===== config.mk =====
export PLATFORM = sky130hd
export DESIGN_NAME = bounded_deque
export DESIGN_NICKNAME = d
export VERILOG_FILES = /design/src/rtl/bdq_pkg.sv /design/src/rtl/bdq_ring_ram.sv /design/src/rtl/bounded_deque.sv
export SDC_FILE = /design/constraint.sdc
export NUM_CORES = 1
export LEC_CHECK = 0
export BUFFER_PORTS_ARGS = -buffer_cell sky130_fd_sc_hd__buf_2
export CORE_ASPECT_RATIO = 0.7
export CORE_MARGIN = 8
export CORE_UTILIZATION = 39
export DETAILED_ROUTE_END_ITERATION = 7
export HOLD_SLACK_MARGIN = 0.08
export PLACE_DENSITY = 0.67
export REMOVE_ABC_BUFFERS = 1
export SLEW_MARGIN = 10
export SYNTH_ARGS = -nofsm -noshare
export SYNTH_HDL_FRONTEND = slang
export SYNTH_SLANG_ARGS = --single-unit
export TNS_END_PERCENT = 100

===== constraint.sdc =====
create_clock -name i_clk -period 17.5 [get_ports i_clk]
set_clock_uncertainty 0.2 [all_clocks]
set_input_delay 0 -clock i_clk [delete_from_list [all_inputs] [get_ports i_clk]]
set_output_delay 0 -clock i_clk [all_outputs]
set_load 0.01 [all_outputs]

===== src/rtl/bdq_pkg.sv =====
package bdq_pkg;

    localparam int CAPACITY = 16;
    localparam int IDX_W    = $clog2(CAPACITY);
    localparam int CNT_W    = $clog2(CAPACITY + 1);
    localparam int SUM_W    = CNT_W + 1;

    localparam int OP_W     = 3;
    localparam int VAL_W    = 32;
    localparam int STAT_W   = 2;
    localparam int TOTAL_W  = 5;

    localparam int IN_BITS  = OP_W + VAL_W;
    localparam int IN_W     = ((IN_BITS + 7) / 8) * 8;
    localparam int OUT_BITS = VAL_W + STAT_W + TOTAL_W + VAL_W + VAL_W;
    localparam int OUT_W    = ((OUT_BITS + 7) / 8) * 8;

    localparam logic [OP_W-1:0] OP_PUSH_FRONT = 3'd0;
    localparam logic [OP_W-1:0] OP_PUSH_BACK  = 3'd1;
    localparam logic [OP_W-1:0] OP_POP_FRONT  = 3'd2;
    localparam logic [OP_W-1:0] OP_POP_BACK   = 3'd3;
    localparam logic [OP_W-1:0] OP_CLEAR      = 3'd4;

    localparam logic [STAT_W-1:0] ST_OK    = 2'd0;
    localparam logic [STAT_W-1:0] ST_EMPTY = 2'd1;
    localparam logic [STAT_W-1:0] ST_FULL  = 2'd2;

    localparam logic signed [VAL_W-1:0] NONE_VALUE = -32'sd1;

endpackage


===== src/rtl/bdq_ring_ram.sv =====
module bdq_ring_ram #(
    parameter int DEPTH  = 16,
    parameter int WIDTH  = 32,
    parameter int ADDR_W = $clog2(DEPTH)
) (
    input  logic              i_clk,
    input  logic              i_we,
    input  logic [ADDR_W-1:0] i_waddr,
    input  logic [WIDTH-1:0]  i_wdata,
    input  logic              i_re,
    input  logic [ADDR_W-1:0] i_raddr_a,
    input  logic [ADDR_W-1:0] i_raddr_b,
    output logic [WIDTH-1:0]  o_rdata_a,
    output logic [WIDTH-1:0]  o_rdata_b
);

    logic [WIDTH-1:0] r_mem [DEPTH];
    logic [WIDTH-1:0] r_rdata_a;
    logic [WIDTH-1:0] r_rdata_b;

    always_ff @(posedge i_clk) begin
        if (i_we) begin
            r_mem[i_waddr] <= i_wdata;
        end
    end

    // read before write: a same-cycle write is forwarded by the user
    always_ff @(posedge i_clk) begin
        if (i_re) begin
            r_rdata_a <= r_mem[i_raddr_a];
            r_rdata_b <= r_mem[i_raddr_b];
        end
    end

    assign o_rdata_a = r_rdata_a;
    assign o_rdata_b = r_rdata_b;

endmodule


===== src/rtl/bounded_deque.sv =====
// Double-ended queue on a ring memory with one write and two read ports.
// Result: the request and the ring read are registered on accept, and the result word
// in S_READ once the output slot is free. A new request is taken only in S_IDLE, so the
// ring read of the new front and back entries ends before another request is accepted.
// Reset (i_rst_n low, synchronous): queue empty, front index zero, no result pending.
// The ring contents are not cleared; entries are read only after being written.
module bounded_deque (
    input  logic                       i_clk,
    input  logic                       i_rst_n,
    input  logic                       i_s_axis_tvalid,
    output logic                       o_s_axis_tready,
    // op [2:0], push_value [34:3], zero fill above
    input  logic [bdq_pkg::IN_W-1:0]   i_s_axis_tdata,
    output logic                       o_m_axis_tvalid,
    input  logic                       i_m_axis_tready,
    // popped_value [31:0], status [33:32], entry_total [38:34],
    // front_value [70:39], back_value [102:71], zero fill above
    output logic [bdq_pkg::OUT_W-1:0]  o_m_axis_tdata
);

    typedef enum logic [1:0] {
        S_IDLE = 2'b01,
        S_READ = 2'b10
    } t_state;

    t_state r_state;

    logic [bdq_pkg::IDX_W-1:0]        r_front;
    logic [bdq_pkg::CNT_W-1:0]        r_count;
    logic signed [bdq_pkg::VAL_W-1:0] r_front_val;
    logic signed [bdq_pkg::VAL_W-1:0] r_back_val;

    logic signed [bdq_pkg::VAL_W-1:0]  r_push_val;
    logic signed [bdq_pkg::VAL_W-1:0]  r_popped;
    logic [bdq_pkg::STAT_W-1:0]        r_status;
    logic                              r_fwd_a;
    logic                              r_fwd_b;

    logic                              r_out_valid;
    logic [bdq_pkg::OUT_W-1:0]         r_out_data;

    logic [bdq_pkg::OP_W-1:0]          req_op;
    logic signed [bdq_pkg::VAL_W-1:0]  req_val;
    logic                              accept;
    logic                              is_full;
    logic                              is_empty;
    logic [bdq_pkg::IDX_W-1:0]         front_prev;
    logic [bdq_pkg::IDX_W-1:0]         front_next;
    logic [bdq_pkg::IDX_W-1:0]         n_front;
    logic [bdq_pkg::CNT_W-1:0]         n_count;
    logic [bdq_pkg::SUM_W-1:0]         back_sum;
    logic [bdq_pkg::IDX_W-1:0]         n_back;
    logic                              wr_en;
    logic [bdq_pkg::IDX_W-1:0]         wr_addr;
    logic [bdq_pkg::STAT_W-1:0]        n_status;
    logic signed [bdq_pkg::VAL_W-1:0]  n_popped;

    logic [bdq_pkg::VAL_W-1:0]         rd_a;
    logic [bdq_pkg::VAL_W-1:0]         rd_b;
    logic signed [bdq_pkg::VAL_W-1:0]  res_front;
    logic signed [bdq_pkg::VAL_W-1:0]  res_back;
    logic                              out_free;

    assign req_op  = i_s_axis_tdata[bdq_pkg::OP_W-1:0];
    assign req_val = i_s_axis_tdata[bdq_pkg::OP_W +: bdq_pkg::VAL_W];

    assign o_s_axis_tready = (r_state == S_IDLE);
    assign accept          = i_s_axis_tvalid && o_s_axis_tready;

    assign is_full  = (r_count == bdq_pkg::CNT_W'(bdq_pkg::CAPACITY));
    assign is_empty = (r_count == '0);

    assign front_prev = (r_front == '0) ? bdq_pkg::IDX_W'(bdq_pkg::CAPACITY - 1)
                                        : r_front - bdq_pkg::IDX_W'(1);
    assign front_next = (r_front == bdq_pkg::IDX_W'(bdq_pkg::CAPACITY - 1)) ? '0
                                        : r_front + bdq_pkg::IDX_W'(1);

    always_comb begin
        n_front  = r_front;
        n_count  = r_count;
        wr_en    = 1'b0;
        n_status = bdq_pkg::ST_OK;
        n_popped = bdq_pkg::NONE_VALUE;
        case (req_op)
            bdq_pkg::OP_PUSH_FRONT: begin
                if (is_full) begin
                    n_status = bdq_pkg::ST_FULL;
                end else begin
                    n_front = front_prev;
                    n_count = r_count + bdq_pkg::CNT_W'(1);
                    wr_en   = 1'b1;
                end
            end
            bdq_pkg::OP_PUSH_BACK: begin
                if (is_full) begin
                    n_status = bdq_pkg::ST_FULL;
                end else begin
                    n_count = r_count + bdq_pkg::CNT_W'(1);
                    wr_en   = 1'b1;
                end
            end
            bdq_pkg::OP_POP_FRONT: begin
                if (is_empty) begin
                    n_status = bdq_pkg::ST_EMPTY;
                end else begin
                    n_popped = r_front_val;
                    n_front  = front_next;
                    n_count  = r_count - bdq_pkg::CNT_W'(1);
                end
            end
            bdq_pkg::OP_POP_BACK: begin
                if (is_empty) begin
                    n_status = bdq_pkg::ST_EMPTY;
                end else begin
                    n_popped = r_back_val;
                    n_count  = r_count - bdq_pkg::CNT_W'(1);
                end
            end
            bdq_pkg::OP_CLEAR: begin
                n_front = '0;
                n_count = '0;
            end
            default: begin
            end
        endcase
    end

    // back index after the step; meaningless when the queue ends up empty
    always_comb begin
        back_sum = bdq_pkg::SUM_W'(n_front) + bdq_pkg::SUM_W'(n_count)
                   - bdq_pkg::SUM_W'(1);
        if (back_sum >= bdq_pkg::SUM_W'(bdq_pkg::CAPACITY)) begin
            back_sum = back_sum - bdq_pkg::SUM_W'(bdq_pkg::CAPACITY);
        end
        n_back = back_sum[bdq_pkg::IDX_W-1:0];
    end

    assign wr_addr = (req_op == bdq_pkg::OP_PUSH_FRONT) ? n_front : n_back;

    bdq_ring_ram #(
        .DEPTH (bdq_pkg::CAPACITY),
        .WIDTH (bdq_pkg::VAL_W)
    ) u_ram (
        .i_clk     (i_clk),
        .i_we      (accept && wr_en),
        .i_waddr   (wr_addr),
        .i_wdata   (req_val),
        .i_re      (accept),
        .i_raddr_a (n_front),
        .i_raddr_b (n_back),
        .o_rdata_a (rd_a),
        .o_rdata_b (rd_b)
    );

    always_ff @(posedge i_clk) begin
        if (!i_rst_n) begin
            r_front <= '0;
            r_count <= '0;
        end else if (accept) begin
            r_front <= n_front;
            r_count <= n_count;
        end
    end

    // capture the request; flag reads that hit the entry written this cycle
    always_ff @(posedge i_clk) begin
        if (accept) begin
            r_push_val <= req_val;
            r_popped   <= n_popped;
            r_status   <= n_status;
            r_fwd_a    <= wr_en && (wr_addr == n_front);
            r_fwd_b    <= wr_en && (wr_addr == n_back);
        end
    end

    assign res_front = (r_count == '0) ? bdq_pkg::NONE_VALUE
                     : (r_fwd_a ? r_push_val : $signed(rd_a));
    assign res_back  = (r_count == '0) ? bdq_pkg::NONE_VALUE
                     : (r_fwd_b ? r_push_val : $signed(rd_b));

    assign out_free = !r_out_valid || i_m_axis_tready;

    always_ff @(posedge i_clk) begin
        if (!i_rst_n) begin
            r_state     <= S_IDLE;
            r_out_valid <= 1'b0;
        end else begin
            unique case (r_state)
                S_IDLE: begin
                    if (r_out_valid && i_m_axis_tready) begin
                        r_out_valid <= 1'b0;
                    end
                    if (accept) begin
                        r_state <= S_READ;
                    end
                end
                S_READ: begin
                    // hold the read data until the output slot frees up
                    if (out_free) begin
                        r_out_valid <= 1'b1;
                        r_state     <= S_IDLE;
                    end
                end
                default: begin
                    r_state <= S_IDLE;
                end
            endcase
        end
    end

    always_ff @(posedge i_clk) begin
        if (r_state == S_READ && out_free) begin
            r_front_val <= res_front;
            r_back_val  <= res_back;
            r_out_data  <= bdq_pkg::OUT_W'({res_back, res_front,
                                            bdq_pkg::TOTAL_W'(r_count),
                                            r_status, r_popped});
        end
    end

    assign o_m_axis_tvalid = r_out_valid;
    assign o_m_axis_tdata  = r_out_data;

endmodule


# [Word level (Yosys, flattened, before mapping)]
# Memories as Yosys holds them, arrays and structs flattened. A register that Yosys moved wholly into a read port is not among the register bits.
# Index checks and enable logic that the tools add are counted.
# Widths: inputs -> output; s select.
[op_classes] reduce_logical=16 n_addsub=7 shift=0 magnitude_cmp=1 n_eq_ne=13 n_bitwise=0 n_mux=30 div_mod_pow=0 multipliers=0
[ops] operator="$mux 32" n=6
[ops] operator="$pmux 32 s2" n=1
[ops] operator="$mux 4" n=6
[ops] operator="$pmux 5 s3" n=1
[ops] operator="$pmux 4 s3" n=1
[ops] operator="$mux 5" n=2
[ops] operator="$eq 4x4->1" n=2
[ops] operator="$pmux 2 s2" n=2
[ops] operator="$sub 4x1->4 const B" n=2
[ops] operator="$mux 1" n=7
[ops] operator="$add 4x5->6" n=1
[ops] operator="$eq 3x2->1 const B" n=2
[ops] operator="$ge 6x5->1 const B" n=1
[ops] operator="$logic_and 1x1->1" n=6
[ops] operator="$mux 2" n=3
[ops] operator="$sub 6x1->6 const B" n=1
[ops] operator="$add 5x1->5 const B" n=1
[ops] operator="$eq 5x5->1 const B" n=1
[ops] operator="$logic_not 5->1" n=1
[ops] operator="$sub 5x1->5 const B" n=1
[ops] operator="$add 4x1->4 const B" n=1
[ops] operator="$eq 4x4->1 const B" n=1
[ops] operator="$logic_not 4->1" n=1
[ops] operator="$ne 2x1->1 const B" n=2
[ops] operator="13 further kinds" n=14
[word_totals] rom_bits=0 latchBits=0 wordCells=80 in_bits=44 output_inout_bits=106 memories=1 ram_bits=512 reg_bits=247
[memory_table] name="u_ram.r_mem" words=16 width=32 read_ports=2 rd_clocked_by_memory_dff=2 wr=1 line="bdq_ring_ram.sv:17" text="logic [WIDTH-1:0] r_mem [DEPTH];"

# [Longest topological paths before layout]
[logic_depth] ltp_word=11 depth_mapped=21 mapped_depth_nobuf=16

# [Modules after synthesis]
# Synthesis repeated with hierarchy kept, for this count alone.
[unflattened] hier_cells=1725 hier_area_um2=32835.2
[modules_own_cells] mod="bdq_ring_ram" cells_each=1141 seq_area_each_um2=17296.6 instances=1 area_each_um2=24828.8
[modules_own_cells] mod="bounded_deque" cells_each=584 seq_area_each_um2=5375.2 instances=1 area_each_um2=8006.4

# [Least setup slack after synthesis]
# OpenSTA, ideal clock, no wires.
[synth_timing] kind="register -> register" from="register r_count[0] (netlist name)" to="memory u_ram.r_mem[1][0], enable pin" path_buffers=4 synth_period_minus_slack_ns=6.276 path_slack_ns=11.224 required_time_ns=16.868 setup_time_ns=0.432 stages_incl_launch_ff=21 t_arrival_ns=5.644 path_cell_list="dfxtp_1 -> clkbuf_1 -> inv_1 -> ha_1 -> and4bb_1 -> or4_1 -> buf_2 -> nand4_4 -> inv_2 -> buf_2 -> buf_2 -> ha_1 -> inv_1 -> ha_1 -> inv_1 -> fa_1 -> xor2_1 -> o311ai_0 -> o211ai_1 -> mux2i_1 -> a21oi_1"
[synth_between] elab_chain_cells=8 word_cells_on_any_way=21 classes_between="5 x add/sub; 1 x order compare; 1 x eq/ne; 12 x mux; 2 x reduce/logical"
[synth_lines] element="from (decl)" line="bounded_deque.sv:29" text="logic [bdq_pkg::CNT_W-1:0] r_count;"
[synth_lines] element="from (signal assigned)" line="bounded_deque.sv:161" text="r_count <= n_count;"
[synth_lines] element="$sub 5x1->5 (tied with other cells)" line="bounded_deque.sv:108, bounded_deque.sv:116"
[synth_lines] element="$mux 5 (tied with other cells)" line="bounded_deque.sv:103, bounded_deque.sv:112"
[synth_lines] element="$pmux 5 s3 / $pmux 4 s3 (equally long branches)" line="bounded_deque.sv:84" text="case (req_op)"
[synth_lines] element="$add 4x5->6" line="bounded_deque.sv:130" text="back_sum = bdq_pkg::SUM_W'(n_front) + bdq_pkg::SUM_W'(n_count)"
[synth_lines] element="$sub 6x1->6" line="bounded_deque.sv:131" text="- bdq_pkg::SUM_W'(1);"
[synth_lines] element="$ge 6x5->1 / $sub 4x1->4 (equally long branches)" line="bounded_deque.sv:132, bounded_deque.sv:133"
[synth_lines] element="$mux 4" line="bounded_deque.sv:132" text="if (back_sum >= bdq_pkg::SUM_W'(bdq_pkg::CAPACITY)) begin"
[synth_lines] element="$mux 4" line="bounded_deque.sv:138" text="assign wr_addr = (req_op == bdq_pkg::OP_PUSH_FRONT) ? n_front : n_back;"
[synth_lines] element="to (decl)" line="bdq_ring_ram.sv:17"
# Parallel ways exist; a longest one is shown, timed or not.

# [Final worst setup path]
[layout_timing] from="register r_count[0] (netlist name)" to="register u_ram.r_rdata_b[16], in the netlist u_ram.o_rdata_b[16], read port of u_ram.r_mem (data pin)"
[layout_between] elab_chain_cells=7 word_cells_on_any_way=15 classes_between="5 x add/sub; 1 x order compare; 1 x eq/ne; 7 x mux; 1 x reduce/logical"
[layout_lines] element="$sub 5x1->5 (tied with other cells)" line="bounded_deque.sv:108, bounded_deque.sv:116"
[layout_lines] element="$mux 5 (tied with other cells)" line="bounded_deque.sv:103, bounded_deque.sv:112"
[layout_lines] element="$pmux 5 s3 / $pmux 4 s3 (equally long branches)" line="bounded_deque.sv:84"
[layout_lines] element="$add 4x5->6 (*)" line="bounded_deque.sv:130"
[layout_lines] element="$sub 6x1->6 (*)" line="bounded_deque.sv:131"
[layout_lines] element="$ge 6x5->1 / $sub 4x1->4 (equally long branches)" line="bounded_deque.sv:132, bounded_deque.sv:133"
[layout_lines] element="$mux 4 (*)" line="bounded_deque.sv:132"
[layout_lines] element="to (decl)" line="bdq_ring_ram.sv:19" text="logic [WIDTH-1:0] r_rdata_b;"
# Every way passes the cells marked *; elsewhere a longest branch is shown, timed or not.
# A chain may end at the register's enable or synchronous reset.

==> metrics.txt <==
# TYPE chip_impl_metric gauge
chip_impl_info{name="outcome",value="finished, final reports clean"} 1
chip_impl_metric{name="dr.pass1.iters",unit=""} 6
chip_impl_info{name="yosysTopAreaCell",value="edfxtp_1"} 1
chip_impl_metric{name="post-cts-setup-buffer-count",unit=""} 0
chip_impl_metric{name="drive_gt1_frac",unit=""} 0.191
chip_impl_metric{name="synthDominantCellAreaShare",unit=""} 0.663
chip_impl_metric{name="final_min_period_over_clock_period",unit=""} 0.449
chip_impl_metric{name="place.detailed.hpwl",unit="µm"} 48200
chip_impl_metric{name="die_width",unit="µm"} 368
chip_impl_metric{name="layout.core_utilization",unit=""} 0.451
chip_impl_metric{name="finalMaxSlewViolations",unit=""} 0
chip_impl_metric{name="htree_levels",unit=""} 3
chip_impl_metric{name="grt_antenna_before_repair",unit=""} 3
chip_impl_metric{name="layout.area.seq",unit="mm²"} 0.0227
chip_impl_metric{name="floorplan.initialDensity",unit=""} 0.393
chip_impl_metric{name="boundaryPins",unit=""} 150
chip_impl_metric{name="total_area_of_multi_input_combinational_cells",unit="mm²"} 0.0106
chip_impl_metric{name="fill_cells",unit=""} 7472
chip_impl_metric{name="yosysSeqAreaShare",unit=""} 0.670
chip_impl_metric{name="tightest_slew",unit="ns"} 1.17
chip_impl_metric{name="clock_net_sink_count",unit=""} 759
chip_impl_metric{name="cts-root-to-sink-buffers",unit=""} 3
chip_impl_metric{name="cp_data_arrival_time",unit="ns"} 8.12
chip_impl_metric{name="overall_power_consumption",unit="mW"} 4.67
chip_impl_metric{name="cts.reportedPaths.clkPinSlew",unit="ns"} 0.06
chip_impl_metric{name="dp_worst_setup_slack",unit="ns"} 9.78
chip_impl_metric{name="via_count_of_the_first_global_routing_pass",unit=""} 21800
chip_impl_metric{name="max-vdd-ir-drop",unit="µV"} 84.9
chip_impl_metric{name="power_density",unit="mW/mm²"} 120
chip_impl_metric{name="netlist_instances",unit=""} 2212
chip_impl_metric{name="cts_buffers",unit=""} 78
chip_impl_info{name="worst_hold_path_type",value="input pin to flip-flop"} 1
chip_impl_metric{name="vias_per_cell",unit=""} 6.05
chip_impl_metric{name="post-route-drc-count",unit=""} 0
chip_impl_info{name="rsz0062_at_grt",value="false"} 1
chip_impl_info{name="netlist_top_cells_area",value="edfxtp_1, mux4_2, mux2i_1"} 1
chip_impl_metric{name="max_slew_margin",unit=""} 0.219
chip_impl_metric{name="postSynthRegisterBits",unit=""} 759
chip_impl_metric{name="post_synthesis_cell_area",unit="mm²"} 0.0338
chip_impl_metric{name="fp.dieArea",unit="mm²"} 0.0966
chip_impl_info{name="cts.root.buffer_cell",value="clkbuf_16"} 1
chip_impl_metric{name="postSynth.asyncResetShare",unit=""} 0
chip_impl_metric{name="grt_max_degree",unit=""} 165
chip_impl_metric{name="max_cap_violation_count",unit=""} 0
chip_impl_metric{name="std_cell_rows",unit=""} 90
chip_impl_metric{name="syn_avg_cell_area",unit="µm²"} 15.3
chip_impl_info{name="synth_most_common_cell",value="edfxtp_1"} 1
chip_impl_metric{name="path_max_fanout",unit=""} 106
chip_impl_metric{name="clk_latency",unit="ns"} 0.64
chip_impl_metric{name="crit_required",unit="ns"} 17.76
chip_impl_metric{name="fp.coreArea",unit="mm²"} 0.0860
chip_impl_metric{name="die_y",unit="µm"} 262
chip_impl_info{name="synth_top_cells_by_count",value="edfxtp_1, nand2_1, mux2i_1"} 1
chip_impl_metric{name="final_setup_slack_of_the_worst_path",unit="ns"} 9.64
chip_impl_metric{name="grt_use_total",unit=""} 0.185
chip_impl_info{name="critPathCaptureType",value="flip-flop"} 1
chip_impl_metric{name="buffer_ports.inserted",unit=""} 143
chip_impl_metric{name="wl",unit="µm"} 92200
chip_impl_metric{name="grt_total_ovfl",unit=""} 0
chip_impl_metric{name="grt_pass1_wl",unit="µm"} 138000
chip_impl_metric{name="synthToLayoutAreaGrowth",unit="%"} 14.7
chip_impl_metric{name="gp_weighted_congestion",unit=""} 0.784
chip_impl_info{name="path_class",value="flip-flop to flip-flop"} 1
chip_impl_metric{name="route.vias.total",unit=""} 21400
chip_impl_metric{name="final-hold-violation-count",unit=""} 0
chip_impl_metric{name="ys_warn_count",unit=""} 0
chip_impl_metric{name="power_leakage",unit="nW"} 12.5
chip_impl_metric{name="drt.antenna.violating_nets",unit=""} 0
chip_impl_metric{name="final_period_minus_worst_setup_slack",unit="ns"} 7.86
chip_impl_info{name="synthFlopType",value="edfxtp_1"} 1
chip_impl_metric{name="finish.net_count",unit=""} 2387
chip_impl_info{name="cts_tree",value="yes"} 1
chip_impl_metric{name="ys_types",unit=""} 62
chip_impl_metric{name="max_freq",unit="GHz"} 0.127
chip_impl_metric{name="route.detailed.wl_per_inst",unit="µm"} 26.0
chip_impl_metric{name="synth-edff-count",unit=""} 747
chip_impl_metric{name="initialDrtViolationCount",unit=""} 2802
chip_impl_metric{name="timing.final.setup_violations",unit=""} 0
chip_impl_info{name="timing.critical_path.from_type",value="flip-flop"} 1
chip_impl_metric{name="post_cts_hold_buffer_count",unit=""} 44
chip_impl_metric{name="ctsResizeCount",unit=""} 0
==> worst max-delay path, cell delays in order (launching register included) <==
cell and delay [ns]:
dfxtp_1 0.53, inv_1 0.17, ha_1 0.28, nand4bb_1 0.51, o31a_2 0.99, nand4_4 0.47, inv_6 0.81, ha_1 0.37
inv_1 0.08, ha_4 0.12, inv_1 0.05, fa_1 0.43, xor2_1 0.24, o311ai_0 0.23, o211a_1 0.38, xnor2_4 0.93
buf_4 0.54, mux2i_1 0.31
==> path summary, 6_finish.rpt <==
path	startpoint	cells after the start	endpoint	slack (ns)
setup reg to reg	r_count[0]$_SDFFE_PN0P_	17	u_ram.o_rdata_b[16]$_DFFE_PP_	9.64
hold / removal	i_s_axis_tdata[25]	2	u_ram.r_mem[5][22]$_DFFE_PP_	0.11
setup / recovery	r_count[0]$_SDFFE_PN0P_	17	u_ram.o_rdata_b[16]$_DFFE_PP_	9.64
hold reg to reg	r_popped[13]$_SDFFCE_PN1P_	0	o_m_axis_tdata[13]$_DFFE_PP_	0.21
==> layout by cell type, fill, tap and decap left out, types with 16 or more instances in the layout <==
master and n:
mux4_2 128, a221oi_1 128, a21oi_4 16, clkinv_1 20
and3_1 33, or4_1 32, a2111oi_0 32, buf_2 142
a21oi_1 201, dlygate4sd3_1 44, buf_4 37, mux2i_1 230
edfxtp_1 747, clkbuf_16 80, nand2_1 313
==> state kept, by name, summed over array words and instances, names as in the netlist, 2 cells and up <==
register	flops
r_back_val	32
r_front	4
u_ram.r_mem	512
u_ram.o_rdata_a	32
r_count	5
r_status	2
o_m_axis_tdata	40
r_state	2
r_push_val	32
r_popped	32
u_ram.o_rdata_b	32
r_front_val	31
==> routing by layer <==
layer | up-vias | share of wire | wire, µm | GRT usage
li1 | 9125 | - | - | -
met1 | 10900 | 0.41 | 37600 | 0.252
met2 | 1190 | 0.47 | 43100 | 0.294
met3 | 186 | 0.099 | 9100 | 0.0412
met4 | 4 | 0.026 | 2400 | 0.0577
met5 | - | 0.00024 | 22 | 0
==> metrics by stage <==
| stage | cells | TNS, ns | hold slack (ns) | area [µm²] |
|---|---|---|---|---|
| after floorplan | 2028 | -588.76 | -0.101 | 33100 |
| after global placement | 3359 | 0 | 0.0864 | 35800 |
| after detailed placement | 3359 | 0 | 0.106 | 35800 |
| after CTS | 3542 | 0 | 0.0844 | 38800 |
| after global routing | 3542 | 0 | 0.114 | 38800 |
| final | 3543 | 0 | 0.114 | 38800 |
==> power breakdown <==
| group | switching, mW | leakage (nW) | internal (mW) |
|---|---|---|---|
| logic | 0.537 | 4.60 | 0.360 |
| clock network | 0.700 | 1.21 | 0.955 |
| registers | 0.0265 | 6.70 | 2.09 |
| total | 1.26 | 12.5 | 3.41 |
==> final cells by class <==
| type | instances | share of cell area |
|---|---|---|
| sequential | 759 | 0.585 |
| multi-input combinational | 1254 | 0.274 |
| clock buffer | 90 | 0.0526 |
| timing repair buffer | 225 | 0.0379 |
| tap | 1150 | 0.0371 |
| clock inverter | 49 | 0.0120 |
| inverter | 15 | 0.00184 |
| antenna | 1 | 0.0000645 |
==> kinds of logic after synthesis <==
family	after synthesis	share of synthesized area
xor+xnor	6	0.00178
simple gates	442	0.0597
buf+inv	199	0.0239
mux	358	0.153
compound gates	437	0.0872
flops	759	0.670
fa+ha+maj	10	0.00392
other cells	1	0.000111
Note: power is estimated with default switching activity, not from simulation.
